$ cat config.mk
export PLATFORM = sky130hd
export DESIGN_NAME = imu_bias_trimmed_mean
export DESIGN_NICKNAME = d
export VERILOG_FILES = /design/src/rtl/core/ibtm_pkg.sv /design/src/rtl/core/imu_bias_trimmed_mean.sv /design/src/rtl/core/ibtm_ram.sv /design/src/rtl/core/ibtm_lane.sv /design/src/rtl/core/ibtm_div.sv
export SDC_FILE = /design/constraint.sdc
export NUM_CORES = 2
export LEC_CHECK = 0
export ABC_AREA = 0
export BUFFER_PORTS_ARGS = -buffer_cell sky130_fd_sc_hd__buf_2
export CAP_MARGIN = 20
export CORE_MARGIN = 3
export CORE_UTILIZATION = 45
export DETAILED_ROUTE_END_ITERATION = 6
export GPL_TIMING_DRIVEN = 0
export SLEW_MARGIN = 15
export SYNTH_ARGS = -nofsm -noshare
export SYNTH_HDL_FRONTEND = slang
export SYNTH_SLANG_ARGS = --single-unit
$ cat constraint.sdc
create_clock -name clk -period 12.4 [get_ports clk]
set_clock_uncertainty 0.15 [all_clocks]
set_input_delay 1.24 -clock clk [delete_from_list [all_inputs] [get_ports clk]]
set_output_delay 1.24 -clock clk [all_outputs]
set_load 0.005 [all_outputs]
$ cat src/rtl/core/ibtm_pkg.sv
`default_nettype none
package ibtm_pkg;

  localparam int AXES = 6;

  // reciprocal scaling for the mean divide, covers divisors up to 64
  localparam int RECIP_SH = 6;

  typedef struct packed {
    logic signed [15:0] accel_x;
    logic signed [15:0] accel_y;
    logic signed [15:0] accel_z;
    logic signed [15:0] gyro_x;
    logic signed [15:0] gyro_y;
    logic signed [15:0] gyro_z;
  } in_t;

  typedef struct packed {
    logic               result_kind;
    logic signed [15:0] mean_accel_x;
    logic signed [15:0] mean_accel_y;
    logic signed [15:0] mean_accel_z;
    logic signed [15:0] mean_gyro_x;
    logic signed [15:0] mean_gyro_y;
    logic signed [15:0] mean_gyro_z;
  } out_t;

  // rank scan control, shared by all lanes
  typedef struct packed {
    logic valid;
    logic clear;
    logic first_j;
    logic last_j;
    logic j_lt_i;
    logic use_abs;
  } scan_ctl_t;

  typedef enum logic [2:0] {
    S_IN,
    S_SCAN,
    S_DRAIN,
    S_DSTART,
    S_DIV,
    S_WAIT
  } state_t;

  localparam logic KIND_CAL  = 1'b0;
  localparam logic KIND_MEAS = 1'b1;

endpackage
`default_nettype wire

$ cat src/rtl/core/imu_bias_trimmed_mean.sv
// imu bias correction with interquartile trimmed mean, six axes
//
// input channel (in_valid/in_ready/in_data) takes one six-axis sample per
// transfer. each axis is bias corrected toward zero and written to its lane's
// window ram. the transfer that fills a window starts the evaluation:
//   rank scan: every lane ranks each sample against all others through a
//   two-port read of its ram (ties broken by index)
//   divide: one shared reciprocal multiplier; per axis it loads the sum's
//   magnitude, then multiplies and stores the quotient
// the result register (out_valid/out_data) loads after the divide. in_ready
// is low from the filling transfer until it loads; otherwise the block takes
// samples as in_valid offers them. the block accepts the next
// window's samples while the result waits. if the receiver still holds the
// previous result when a new one is ready, the block waits with in_ready low.
// the first window (CAL_WINDOW samples) averages absolute values and loads
// the biases, result_kind 0; later windows (MEAS_WINDOW) give result_kind 1.
// reset (rst, synchronous) clears biases, sample count and calibration;
// ram contents need no clearing since each entry is written before read.
`default_nettype none
module imu_bias_trimmed_mean #(
  parameter int CAL_WINDOW  = 16,
  parameter int MEAS_WINDOW = 16
) (
  input  wire logic          clk,
  input  wire logic          rst,
  input  wire logic          in_valid,
  output logic               in_ready,
  input  wire ibtm_pkg::in_t in_data,
  output logic               out_valid,
  input  wire logic          out_ready,
  output ibtm_pkg::out_t     out_data
);
  localparam int WIN_MAX = (CAL_WINDOW > MEAS_WINDOW) ? CAL_WINDOW : MEAS_WINDOW;
  localparam int AW = $clog2(WIN_MAX);
  localparam int CW = $clog2(WIN_MAX + 1);
  localparam int SW = 17 + AW;
  localparam int MW = SW - 1 + ibtm_pkg::RECIP_SH;
  // per-phase trim bounds and divisor
  localparam int CAL_Q    = CAL_WINDOW / 4;
  localparam int MEAS_Q   = MEAS_WINDOW / 4;
  localparam int CAL_CNT  = CAL_WINDOW - 2 * CAL_Q;
  localparam int MEAS_CNT = MEAS_WINDOW - 2 * MEAS_Q;
  // rounded-up reciprocals, exact for every sum magnitude the lanes produce
  localparam longint CAL_RECIP =
    ((longint'(1) << MW) + longint'(CAL_CNT) - longint'(1)) / longint'(CAL_CNT);
  localparam longint MEAS_RECIP =
    ((longint'(1) << MW) + longint'(MEAS_CNT) - longint'(1)) / longint'(MEAS_CNT);

  ibtm_pkg::state_t state, state_next;
  logic          calibrated;
  logic [15:0]   bias [ibtm_pkg::AXES];
  logic [AW-1:0] sample_count;
  logic [AW-1:0] si, sj;
  logic [AW-1:0] num_m1;
  logic [CW-1:0] rank_lo, rank_hi;
  logic [MW-1:0] recip;
  logic          accept, last_sample, scan_last;
  logic          div_start, div_done, load_out;
  ibtm_pkg::scan_ctl_t ctl;
  logic signed [15:0]  raw_ax [ibtm_pkg::AXES];
  logic [15:0]         bias_ax [ibtm_pkg::AXES];
  logic signed [SW-1:0] sums [ibtm_pkg::AXES];
  logic [15:0]          quo [ibtm_pkg::AXES];

  assign num_m1  = calibrated ? AW'(MEAS_WINDOW - 1) : AW'(CAL_WINDOW - 1);
  assign rank_lo = calibrated ? CW'(MEAS_Q) : CW'(CAL_Q);
  assign rank_hi = calibrated ? CW'(MEAS_WINDOW - MEAS_Q - 1) : CW'(CAL_WINDOW - CAL_Q - 1);
  assign recip   = calibrated ? MW'(MEAS_RECIP) : MW'(CAL_RECIP);

  assign in_ready    = (state == ibtm_pkg::S_IN);
  assign accept      = in_valid && in_ready;
  assign last_sample = (sample_count == num_m1);
  assign scan_last   = (si == num_m1) && (sj == num_m1);

  assign raw_ax[0] = in_data.accel_x;
  assign raw_ax[1] = in_data.accel_y;
  assign raw_ax[2] = in_data.accel_z;
  assign raw_ax[3] = in_data.gyro_x;
  assign raw_ax[4] = in_data.gyro_y;
  assign raw_ax[5] = in_data.gyro_z;

  // z accel bias counts four times
  always_comb begin
    for (int a = 0; a < ibtm_pkg::AXES; a++) bias_ax[a] = bias[a];
    bias_ax[2] = {bias[2][13:0], 2'b00};
  end

  // scan control for the lanes
  always_comb begin
    ctl.valid   = (state == ibtm_pkg::S_SCAN);
    ctl.clear   = (si == '0);
    ctl.first_j = (sj == '0);
    ctl.last_j  = (sj == num_m1);
    ctl.j_lt_i  = (sj < si);
    ctl.use_abs = !calibrated;
  end

  for (genvar a = 0; a < ibtm_pkg::AXES; a++) begin : g_lane
    ibtm_lane #(.WIN_MAX(WIN_MAX), .AW(AW), .CW(CW), .SW(SW)) u_lane (
      .clk(clk), .rst(rst), .wr_en(accept), .wr_addr(sample_count),
      .raw(raw_ax[a]), .bias(bias_ax[a]), .ctl(ctl), .rd_i(si), .rd_j(sj),
      .rank_lo(rank_lo), .rank_hi(rank_hi), .sum(sums[a])
    );
  end

  ibtm_div #(.SW(SW), .MW(MW)) u_div (
    .clk(clk), .rst(rst), .start(div_start), .recip(recip),
    .sums(sums), .done(div_done), .quo(quo)
  );

  always_comb begin
    state_next = state;
    div_start  = 1'b0;
    load_out   = 1'b0;
    unique case (state)
      ibtm_pkg::S_IN:     if (accept && last_sample) state_next = ibtm_pkg::S_SCAN;
      ibtm_pkg::S_SCAN:   if (scan_last) state_next = ibtm_pkg::S_DRAIN;
      ibtm_pkg::S_DRAIN:  state_next = ibtm_pkg::S_DSTART;
      ibtm_pkg::S_DSTART: begin
        div_start  = 1'b1;
        state_next = ibtm_pkg::S_DIV;
      end
      ibtm_pkg::S_DIV:    if (div_done) state_next = ibtm_pkg::S_WAIT;
      ibtm_pkg::S_WAIT: begin
        if (!out_valid || out_ready) begin
          load_out   = 1'b1;
          state_next = ibtm_pkg::S_IN;
        end
      end
      default:            state_next = ibtm_pkg::S_IN;
    endcase
  end

  always_ff @(posedge clk) begin
    if (rst) begin
      state <= ibtm_pkg::S_IN;
    end else begin
      state <= state_next;
    end
  end

  // sample counter and scan indexes
  always_ff @(posedge clk) begin
    if (rst) begin
      sample_count <= '0;
      si <= '0;
      sj <= '0;
    end else begin
      if (accept) sample_count <= last_sample ? '0 : sample_count + 1'b1;
      if (state == ibtm_pkg::S_SCAN) begin
        if (sj == num_m1) begin
          sj <= '0;
          si <= (si == num_m1) ? '0 : si + 1'b1;
        end else begin
          sj <= sj + 1'b1;
        end
      end
    end
  end

  // result register, biases and phase
  always_ff @(posedge clk) begin
    if (rst) begin
      out_valid  <= 1'b0;
      calibrated <= 1'b0;
      for (int a = 0; a < ibtm_pkg::AXES; a++) bias[a] <= '0;
    end else begin
      if (load_out) begin
        out_valid <= 1'b1;
        out_data.result_kind  <= calibrated ? ibtm_pkg::KIND_MEAS : ibtm_pkg::KIND_CAL;
        out_data.mean_accel_x <= quo[0];
        out_data.mean_accel_y <= quo[1];
        out_data.mean_accel_z <= quo[2];
        out_data.mean_gyro_x  <= quo[3];
        out_data.mean_gyro_y  <= quo[4];
        out_data.mean_gyro_z  <= quo[5];
        if (!calibrated) begin
          calibrated <= 1'b1;
          for (int a = 0; a < ibtm_pkg::AXES; a++) bias[a] <= quo[a];
        end
      end else if (out_valid && out_ready) begin
        out_valid <= 1'b0;
      end
    end
  end

  a_done_in_div: assert property (@(posedge clk) disable iff (rst)
    div_done |-> state == ibtm_pkg::S_DIV)
    else $error("divider finished outside divide phase");
  a_window_stops_input: assert property (@(posedge clk) disable iff (rst)
    (accept && last_sample) |=> !in_ready)
    else $error("input taken right after window filled");
  a_count_in_window: assert property (@(posedge clk) disable iff (rst)
    sample_count <= num_m1)
    else $error("sample count beyond window");
  a_load_keeps_result: assert property (@(posedge clk) disable iff (rst)
    (out_valid && !out_ready) |-> !load_out)
    else $error("pending result overwritten");
endmodule
`default_nettype wire

$ cat src/rtl/core/ibtm_ram.sv
`default_nettype none
module ibtm_ram #(
  parameter int WIDTH = 16,
  parameter int DEPTH = 16
) (
  input  wire logic                     clk,
  input  wire logic                     we,
  input  wire logic [$clog2(DEPTH)-1:0] waddr,
  input  wire logic [WIDTH-1:0]         wdata,
  input  wire logic [$clog2(DEPTH)-1:0] raddr_a,
  input  wire logic [$clog2(DEPTH)-1:0] raddr_b,
  output logic      [WIDTH-1:0]         rdata_a,
  output logic      [WIDTH-1:0]         rdata_b
);
  logic [WIDTH-1:0] mem [DEPTH];

  always_ff @(posedge clk) begin
    if (we) mem[waddr] <= wdata;
    rdata_a <= mem[raddr_a];
    rdata_b <= mem[raddr_b];
  end
endmodule
`default_nettype wire

$ cat src/rtl/core/ibtm_lane.sv
`default_nettype none
module ibtm_lane #(
  parameter int WIN_MAX = 16,
  parameter int AW = 4,
  parameter int CW = 5,
  parameter int SW = 21
) (
  input  wire logic                 clk,
  input  wire logic                 rst,
  input  wire logic                 wr_en,
  input  wire logic [AW-1:0]        wr_addr,
  input  wire logic signed [15:0]   raw,
  input  wire logic [15:0]          bias,
  input  wire ibtm_pkg::scan_ctl_t  ctl,
  input  wire logic [AW-1:0]        rd_i,
  input  wire logic [AW-1:0]        rd_j,
  input  wire logic [CW-1:0]        rank_lo,
  input  wire logic [CW-1:0]        rank_hi,
  output logic signed [SW-1:0]      sum
);
  logic [15:0] corr;
  logic [15:0] va, vb;
  ibtm_pkg::scan_ctl_t ctl_d;
  logic [CW-1:0] rank;
  logic [CW-1:0] rank_next;
  logic          less;
  logic signed [SW-1:0] va_ext;
  logic signed [SW-1:0] va_term;

  // toward zero: negative gets bias added, others subtracted
  assign corr = raw[15] ? (raw + bias) : (raw - bias);

  ibtm_ram #(.WIDTH(16), .DEPTH(WIN_MAX)) u_ram (
    .clk(clk), .we(wr_en), .waddr(wr_addr), .wdata(corr),
    .raddr_a(rd_i), .raddr_b(rd_j), .rdata_a(va), .rdata_b(vb)
  );

  // j sorts before i: smaller, or equal with lower index
  assign less = ($signed(vb) < $signed(va)) || ((vb == va) && ctl_d.j_lt_i);
  assign rank_next = (ctl_d.first_j ? '0 : rank) + CW'(less);
  assign va_ext = SW'($signed(va));
  assign va_term = (ctl_d.use_abs && va[15]) ? -va_ext : va_ext;

  always_ff @(posedge clk) begin
    if (rst) begin
      ctl_d <= '0;
    end else begin
      ctl_d <= ctl;
    end
    if (ctl_d.valid) begin
      rank <= rank_next;
      if (ctl_d.last_j) begin
        if (rank_next >= rank_lo && rank_next <= rank_hi)
          sum <= (ctl_d.clear ? '0 : sum) + va_term;
        else if (ctl_d.clear)
          sum <= '0;
      end
    end
  end
endmodule
`default_nettype wire

$ cat src/rtl/core/ibtm_div.sv
`default_nettype none
module ibtm_div #(
  parameter int SW = 21,
  parameter int MW = 26
) (
  input  wire logic                  clk,
  input  wire logic                  rst,
  input  wire logic                  start,
  input  wire logic [MW-1:0]         recip,
  input  wire logic signed [SW-1:0]  sums [ibtm_pkg::AXES],
  output logic                       done,
  output logic [15:0]                quo [ibtm_pkg::AXES]
);
  localparam int NW = SW - 1;
  localparam int PW = NW + MW;

  logic          busy, ld, neg;
  logic [2:0]    axis;
  logic [NW-1:0] mag;
  logic [PW-1:0] prod;
  logic [15:0]   qlow;
  logic [15:0]   fin;

  // magnitude times rounded-up reciprocal, quotient sits at bit MW and up
  assign prod = PW'(mag) * PW'(recip);
  assign qlow = prod[MW +: 16];
  assign fin  = neg ? (16'd0 - qlow) : qlow;

  always_ff @(posedge clk) begin
    if (rst) begin
      busy <= 1'b0;
      done <= 1'b0;
      ld   <= 1'b0;
      axis <= '0;
    end else begin
      done <= busy && !ld && (axis == 3'(ibtm_pkg::AXES - 1));
      if (start) begin
        busy <= 1'b1;
        axis <= '0;
        ld   <= 1'b1;
      end else if (busy) begin
        if (ld) begin
          neg <= sums[axis][SW-1];
          mag <= sums[axis][SW-1] ? NW'(-sums[axis]) : NW'(sums[axis]);
          ld  <= 1'b0;
        end else begin
          quo[axis] <= fin;
          if (axis == 3'(ibtm_pkg::AXES - 1)) begin
            busy <= 1'b0;
          end else begin
            axis <= axis + 1'b1;
            ld   <= 1'b1;
          end
        end
      end
    end
  end
endmodule
`default_nettype wire
# == After elaboration in Yosys (flattened, before gate mapping) ==
# Memories as Yosys holds them, arrays and structs flattened. A register that Yosys moved wholly into a read port is not among the register bits.
# Index checks and enable logic that the tools add are counted.
# totals
register_bits,398
mem_bits_rw,1632
input_bits,100
output_inout_bits,99
memories,7
# memory_table
name,words,width,read_ports,rd_clocked_by_memory_dff,wr,line,rtl
g_lane[0].u_lane.u_ram.mem,16,16,2,2,1,ibtm_ram.sv:15,logic [WIDTH-1:0] mem [DEPTH];
g_lane[1].u_lane.u_ram.mem,16,16,2,2,1,ibtm_ram.sv:15,
g_lane[2].u_lane.u_ram.mem,16,16,2,2,1,ibtm_ram.sv:15,
g_lane[3].u_lane.u_ram.mem,16,16,2,2,1,ibtm_ram.sv:15,
g_lane[4].u_lane.u_ram.mem,16,16,2,2,1,ibtm_ram.sv:15,
g_lane[5].u_lane.u_ram.mem,16,16,2,2,1,ibtm_ram.sv:15,
1 more memories,-,-,-,-,-,-,
# classes
add_sub_neg,36
magnitude_cmp,21
eq_ne,19
n_mux,73
bitwise,11
n_reduce_logical,48
# ops
op,count
$mux 21,20
$mux 16,14
$add 21x21->21,6
$neg 16->21,6
$add 16x16->16,6
$bwmux 96,1
$eq 16x16->1,6
$lt 16x16->1,6
$sub 16x16->16,6
$bmux 21 s3,1
$demux 16 s3,1
$add 5x1->5,6
$ge 5x3->1 const B,6
$le 5x4->1 const B,6
$mux 5,6
$logic_and 1x1->1,25
$mux 1,21
$mux 19,1
$neg 19->19,1
$pmux 3 s6,1
$sub 1x16->16 const A,1
$add 4x1->4 const B,3
$eq 4x4->1 const B,3
$mux 3,4
22 further kinds,51

# == Depth between registers and ports, before layout ==
# depth
ltp_word,8
mapped_depth,19

# == By module ==
# Synthesis repeated with hierarchy kept, for this count alone.
# hier_totals
hier_cells,9401
area_unflattened_um2,129808.2
# modules_own_cells
module,n_inst,cells_each,area_per_inst_um2,seq_area_each_um2
ibtm_ram at g_lane[3].u_lane.u_ram ...,3,585,12369.4,8328.0
ibtm_div,1,2323,21952.3,3633.5
ibtm_lane at g_lane[2].u_lane ...,3,514,4345.4,900.9
ibtm_ram at g_lane[1].u_lane.u_ram,1,585,12360.6,8328.0
ibtm_ram at g_lane[0].u_lane.u_ram,1,585,12335.6,8328.0
ibtm_ram at g_lane[2].u_lane.u_ram,1,585,12314.3,8328.0
imu_bias_trimmed_mean,1,416,7380.8,6075.8
ibtm_lane at g_lane[0].u_lane,1,555,4566.9,900.9
ibtm_lane at g_lane[5].u_lane,1,562,4485.6,900.9
ibtm_lane at g_lane[1].u_lane,1,493,4267.8,900.9

# == Least setup slack after synthesis ==
# OpenSTA, ideal clock, no wires.
# synth_timing
kind,input-to-reg
startpoint,in in_valid
endpoint,mem g_lane[0].u_lane.u_ram.mem[3][0] (enable)
setup_ps,668
arrival_time_ps,8148
t_required_ps,11582
setup_slack_ps,3434
path_stages,4
cell_sequence,and2_1 buf_2 nand2_1 nor3_1
# synth_between
elab_chain_len,3
# synth_lines
element,line,rtl
start: declaration,imu_bias_trimmed_mean.sv:26,"input wire logic in_valid,"
$logic_and 1x1->1,imu_bias_trimmed_mean.sv:71,assign accept = in_valid && in_ready;
$mux 1,ibtm_ram.sv:18,if (we) mem[waddr] <= wdata;
$mux 1 (implied by the code),ibtm_ram.sv:18,
end: declaration,ibtm_ram.sv:15,
# Every way passes these cells.

# == Final worst setup path ==
# layout_timing
startpoint,"reg g_lane[3].u_lane.u_ram.rdata_a[9], read port of g_lane[3].u_lane.u_ram.mem"
endpoint,reg g_lane[3].u_lane.sum[0] (data pin)
# layout_between
elab_chain_len,7
# layout_lines
element,line,rtl
start: declaration,ibtm_ram.sv:12,"output logic [WIDTH-1:0] rdata_a,"
"parallel branches: the longest is 2 deep, another holds $lt 16x16->1",-,
$logic_or 1x1->1 (*),ibtm_lane.sv:39,assign less = ($signed(vb) < $signed(va)) || ((vb == va) && ctl_d.j_lt_i);
$add 5x1->5 (*),ibtm_lane.sv:40,assign rank_next = (ctl_d.first_j ? '0 : rank) + CW'(less);
named net g_lane[3].u_lane.rank_next[2],ibtm_lane.sv:25,logic [CW-1:0] rank_next;
$ge 5x3->1 or $le 5x4->1 (tied branches),ibtm_lane.sv:53,if (rank_next >= rank_lo && rank_next <= rank_hi)
$logic_and 1x1->1 (*),ibtm_lane.sv:53,
$mux 21 (*),ibtm_lane.sv:53,
end signal: assignment,ibtm_lane.sv:54,sum <= (ctl_d.clear ? '0 : sum) + va_term;
end: declaration,ibtm_lane.sv:19,output logic signed [SW-1:0] sum
# Mark *: on every way through the listed nets, which the timed path passes.
# A chain may end at the register's enable or synchronous reset.

==> flow_summary.toml <==
[clock_network]
clock-sinks = 2217
cts_made_buffers = 227
postCtsSetupBuffers = 0
root_buffer = "clkbuf_16"
clockBufferDepth = 3
holdBufCountCts = 0
htree_levels = 4
clk_latency_ns = 0.88
post_cts_resize_count = 0
path_clk_slew_ns = 0.06
cts_tree = "done"

[synthesis]
synth_ff_type = "edfxtp_1"
synthesis.area_mm2 = 0.1079
ys_ff_latch = 2217
syn_area_per_cell_um2 = 16.96
synthCells = 6362
ys_warn_count = 0
synth_top_area_share_pct = 55.55
netlist-cell-type-count = 81
yosysSeqAreaShare_pct = 59.65
synth_top_area_cell = "edfxtp_1"
syn-num-nets = 6816
synth_async_sr_flop_share_pct = 0
ys_top_cells_by_area = "edfxtp_1, mux4_2, dfxtp_1"
synth_edf_count = 1996

[sta]
whs_ns = 0.2839
tightest_slew_ns = 1.266
min_period_over_period_pct = 46.00
fmax_mhz = 175.3
hold_violations = 0
slew_violations = 0
rsz0062_at_grt = "no"
slew-limit-headroom_pct = 15.58
setup_viol = 0
min_period_ns = 5.704

[routing]
vias_per_cell = 6.305
drcViolationCount = 0
postRouteAntennaNets = 0
wl_um = 349000
num_vias = 65739
drt_iter0_markers = 8203
wl_per_cell_um = 33.47
drt_first_pass_iters = 6

[place]
place.gp.congestion = 0.9159
dpl.hpwl_um = 254400
dpl-instance-area_mm2 = 0.1170
port-buffer-count = 198

[run]
max_cap_violations = 0

[critical_path]
endpoint_kind = "flop"
critPathMaxFanout = 10
r2r_cells = 17
worst_ep_required_time_ns = 12.84
worstSetupStartpointType = "flop"
r2r-start = "g_lane[3].u_lane.u_ram.rdata_a[9]$_DFF_P_"
crit_arrival_ns = 6.14
critPathKind = "reg -> reg"
r2r_slack_ns = 6.70
reg2reg_to = "g_lane[3].u_lane.sum[0]$_DFFE_PP_"

[grt]
first_global_vias = 65597
grt_usage_pct = 28.37
antenna_found_initial = 22
grt_pass1_wl_um = 487500
overflow = 0
grt_max_degree = 56

[finish]
syn2layout_area_growth_pct = 16.08
final_nets = 7493
layout-drive-gt1-share_pct = 29.78
postLayoutCellArea_mm2 = 0.1252

[die]
die_w_um = 495.7
io_pins = 199
core_area_mm2 = 0.2381
num_rows = 179
die_h_um = 495.7
die_area_mm2 = 0.2457
start_util_pct = 45.32

[power]
peakVddDrop_v = 0.0001427
power_density_mw_per_mm2 = 154.1
leakagePower_nw = 42.23

[worst_hold_path]
hp-class = "reg -> reg"
holdPathStages = 0
min-delay-start = "u_div.quo[49]$_DFFE_PP_"
min_to = "out_data[49]$_DFFE_PP_"

[run_status]
status = "completed"
-- stage by stage --
stage	TNS (ns)	util, %	cells	total power [W]	worst slack [ns]
after floorplan	0	-	6362	0.01117	3.434
after global placement	-4278.82	47.40	9727	0.01215	-7.972
after detailed placement	0	49.16	9961	0.01227	6.678
after CTS	0	52.42	10390	0.01933	6.883
after global routing	0	52.59	10407	0.01996	6.574
final	0	52.61	10427	0.01930	6.696
-- flip-flops by register name, indices dropped and copies added (netlist names), 4 cells and up --
signal,flops
sample_count,4
g_lane.u_lane.u_ram.rdata_b,96
si,4
g_lane.u_lane.u_ram.mem,1536
bias,94
g_lane.u_lane.u_ram.rdata_a,96
u_div.mag,16
g_lane.u_lane.rank,30
g_lane.u_lane.sum,126
sj,4
u_div.quo,96
g_lane.u_lane.ctl_d,6
out_data,97
-- cell usage after synthesis (all sizes together) (44+ instances only) --
| cell type | number |
|---|---|
| a21o | 100 |
| a21oi | 232 |
| and2 | 107 |
| buf | 111 |
| clkbuf | 184 |
| dfxtp | 221 |
| edfxtp | 1996 |
| ha | 342 |
| inv | 205 |
| mux2 | 107 |
| mux4 | 967 |
| nand2 | 136 |
| nand2b | 50 |
| nand3 | 68 |
| nor2 | 300 |
| nor2b | 168 |
| nor3 | 87 |
| o21a | 44 |
| o21ai | 115 |
| xnor2 | 269 |
| xor2 | 135 |
-- cell type report --
class	instances	area, um2
Fill cell	18918	112800
Sequential cell	2217	64360
Multi-Input combinational cell	3644	42330
Clock buffer	300	6240
Timing Repair Buffer	448	4703
Tap cell	3167	3963
Clock inverter	129	1504
Buffer	295	1311
Inverter	206	773.2
Antenna cell	21	52.55
-- cells in the final DEF (no fill, tap or decap), drive strengths merged, types with 17 or more instances in the layout --
cell type and n:
dfxtp 221, o21ai 115, o31ai 32, o211ai 21
a21oi 232, xor2 135, inv 210, xnor2 269
nor2 300, mux2i 36, clkinv 87, mux4 967
a21o 100, a211oi 17, diode 21, bufinv 30
mux2 107, edfxtp 1996, ha 342, o21bai 29
nand3 68, buf 551, nand4 39, nor2b 168
nand2b 50, nand2 136, o21a 44, and2 107
a31oi 40, and3 30, nor3 87, clkbuf 492
-- cells by family after synthesis --
kind of cell | share of synthesized area (%)
multiplexers | 21.64
flip-flops | 59.65
buffers and inverters | 1.851
AO/OA/AOI/OAI | 4.475
XOR/XNOR | 3.280
adder cells (fa/ha/maj) | 4.189
AND/OR/NAND/NOR | 4.915
-- routing by layer --
layer	up-vias	GRT usage (%)	wire length, um
met3	622	7.519	37730
met5	-	0	105
met4	16	10.63	14300
met2	3539	43.41	159400
met1	34408	39.20	137500
li1	27154	-	-
-- critical path, cell delays in order (launching register included) --
cell and delay (ns):
dfxtp_1 0.31, inv_1 0.28, ha_1 0.32, a21o_1 0.18, a21o_1 0.17, a21oi_1 0.32
nor2_1 0.07, a2111oi_0 0.83, a21oi_1 0.17, a211o_1 0.44, ha_1 0.28, ha_1 0.22
xnor2_1 0.15, inv_1 0.08, xnor2_1 0.26, nor2_1 0.42, buf_2 0.37, mux2_2 0.37
-- worst max path at each step --
stage / endpoint / slack (ns) / depth (start not counted) / start
4_1_cts: g_lane[3].u_lane.sum[0]$_DFFE_PP_ / 6.88 / 17 / g_lane[3].u_lane.u_ram.rdata_a[9]$_DFF_P_
2_1_floorplan: g_lane[0].u_lane.u_ram.mem[3][0]$_DFFE_PP_ / 3.43 / 4 / in_valid
6_report: g_lane[3].u_lane.sum[0]$_DFFE_PP_ / 6.70 / 17 / g_lane[3].u_lane.u_ram.rdata_a[9]$_DFF_P_
5_1_grt: g_lane[3].u_lane.sum[0]$_DFFE_PP_ / 6.57 / 17 / g_lane[3].u_lane.u_ram.rdata_a[9]$_DFF_P_
3_3_place_gp: g_lane[4].u_lane.u_ram.mem[3][10]$_DFFE_PP_ / -7.97 / 5 / in_valid
3_5_place_dp: g_lane[4].u_lane.u_ram.mem[0][8]$_DFFE_PP_ / 6.68 / 13 / in_data[31]
-- power by group --
| part | switching, W | internal (W) | total (W) |
|---|---|---|---|
| logic | 0.00188 | 0.00132 | 0.00320 |
| registers | 0.000174 | 0.00881 | 0.00898 |
| clock network | 0.00297 | 0.00416 | 0.00712 |
| total | 0.00502 | 0.0143 | 0.0193 |
No activity file was read; power rests on OpenSTA's default activity.
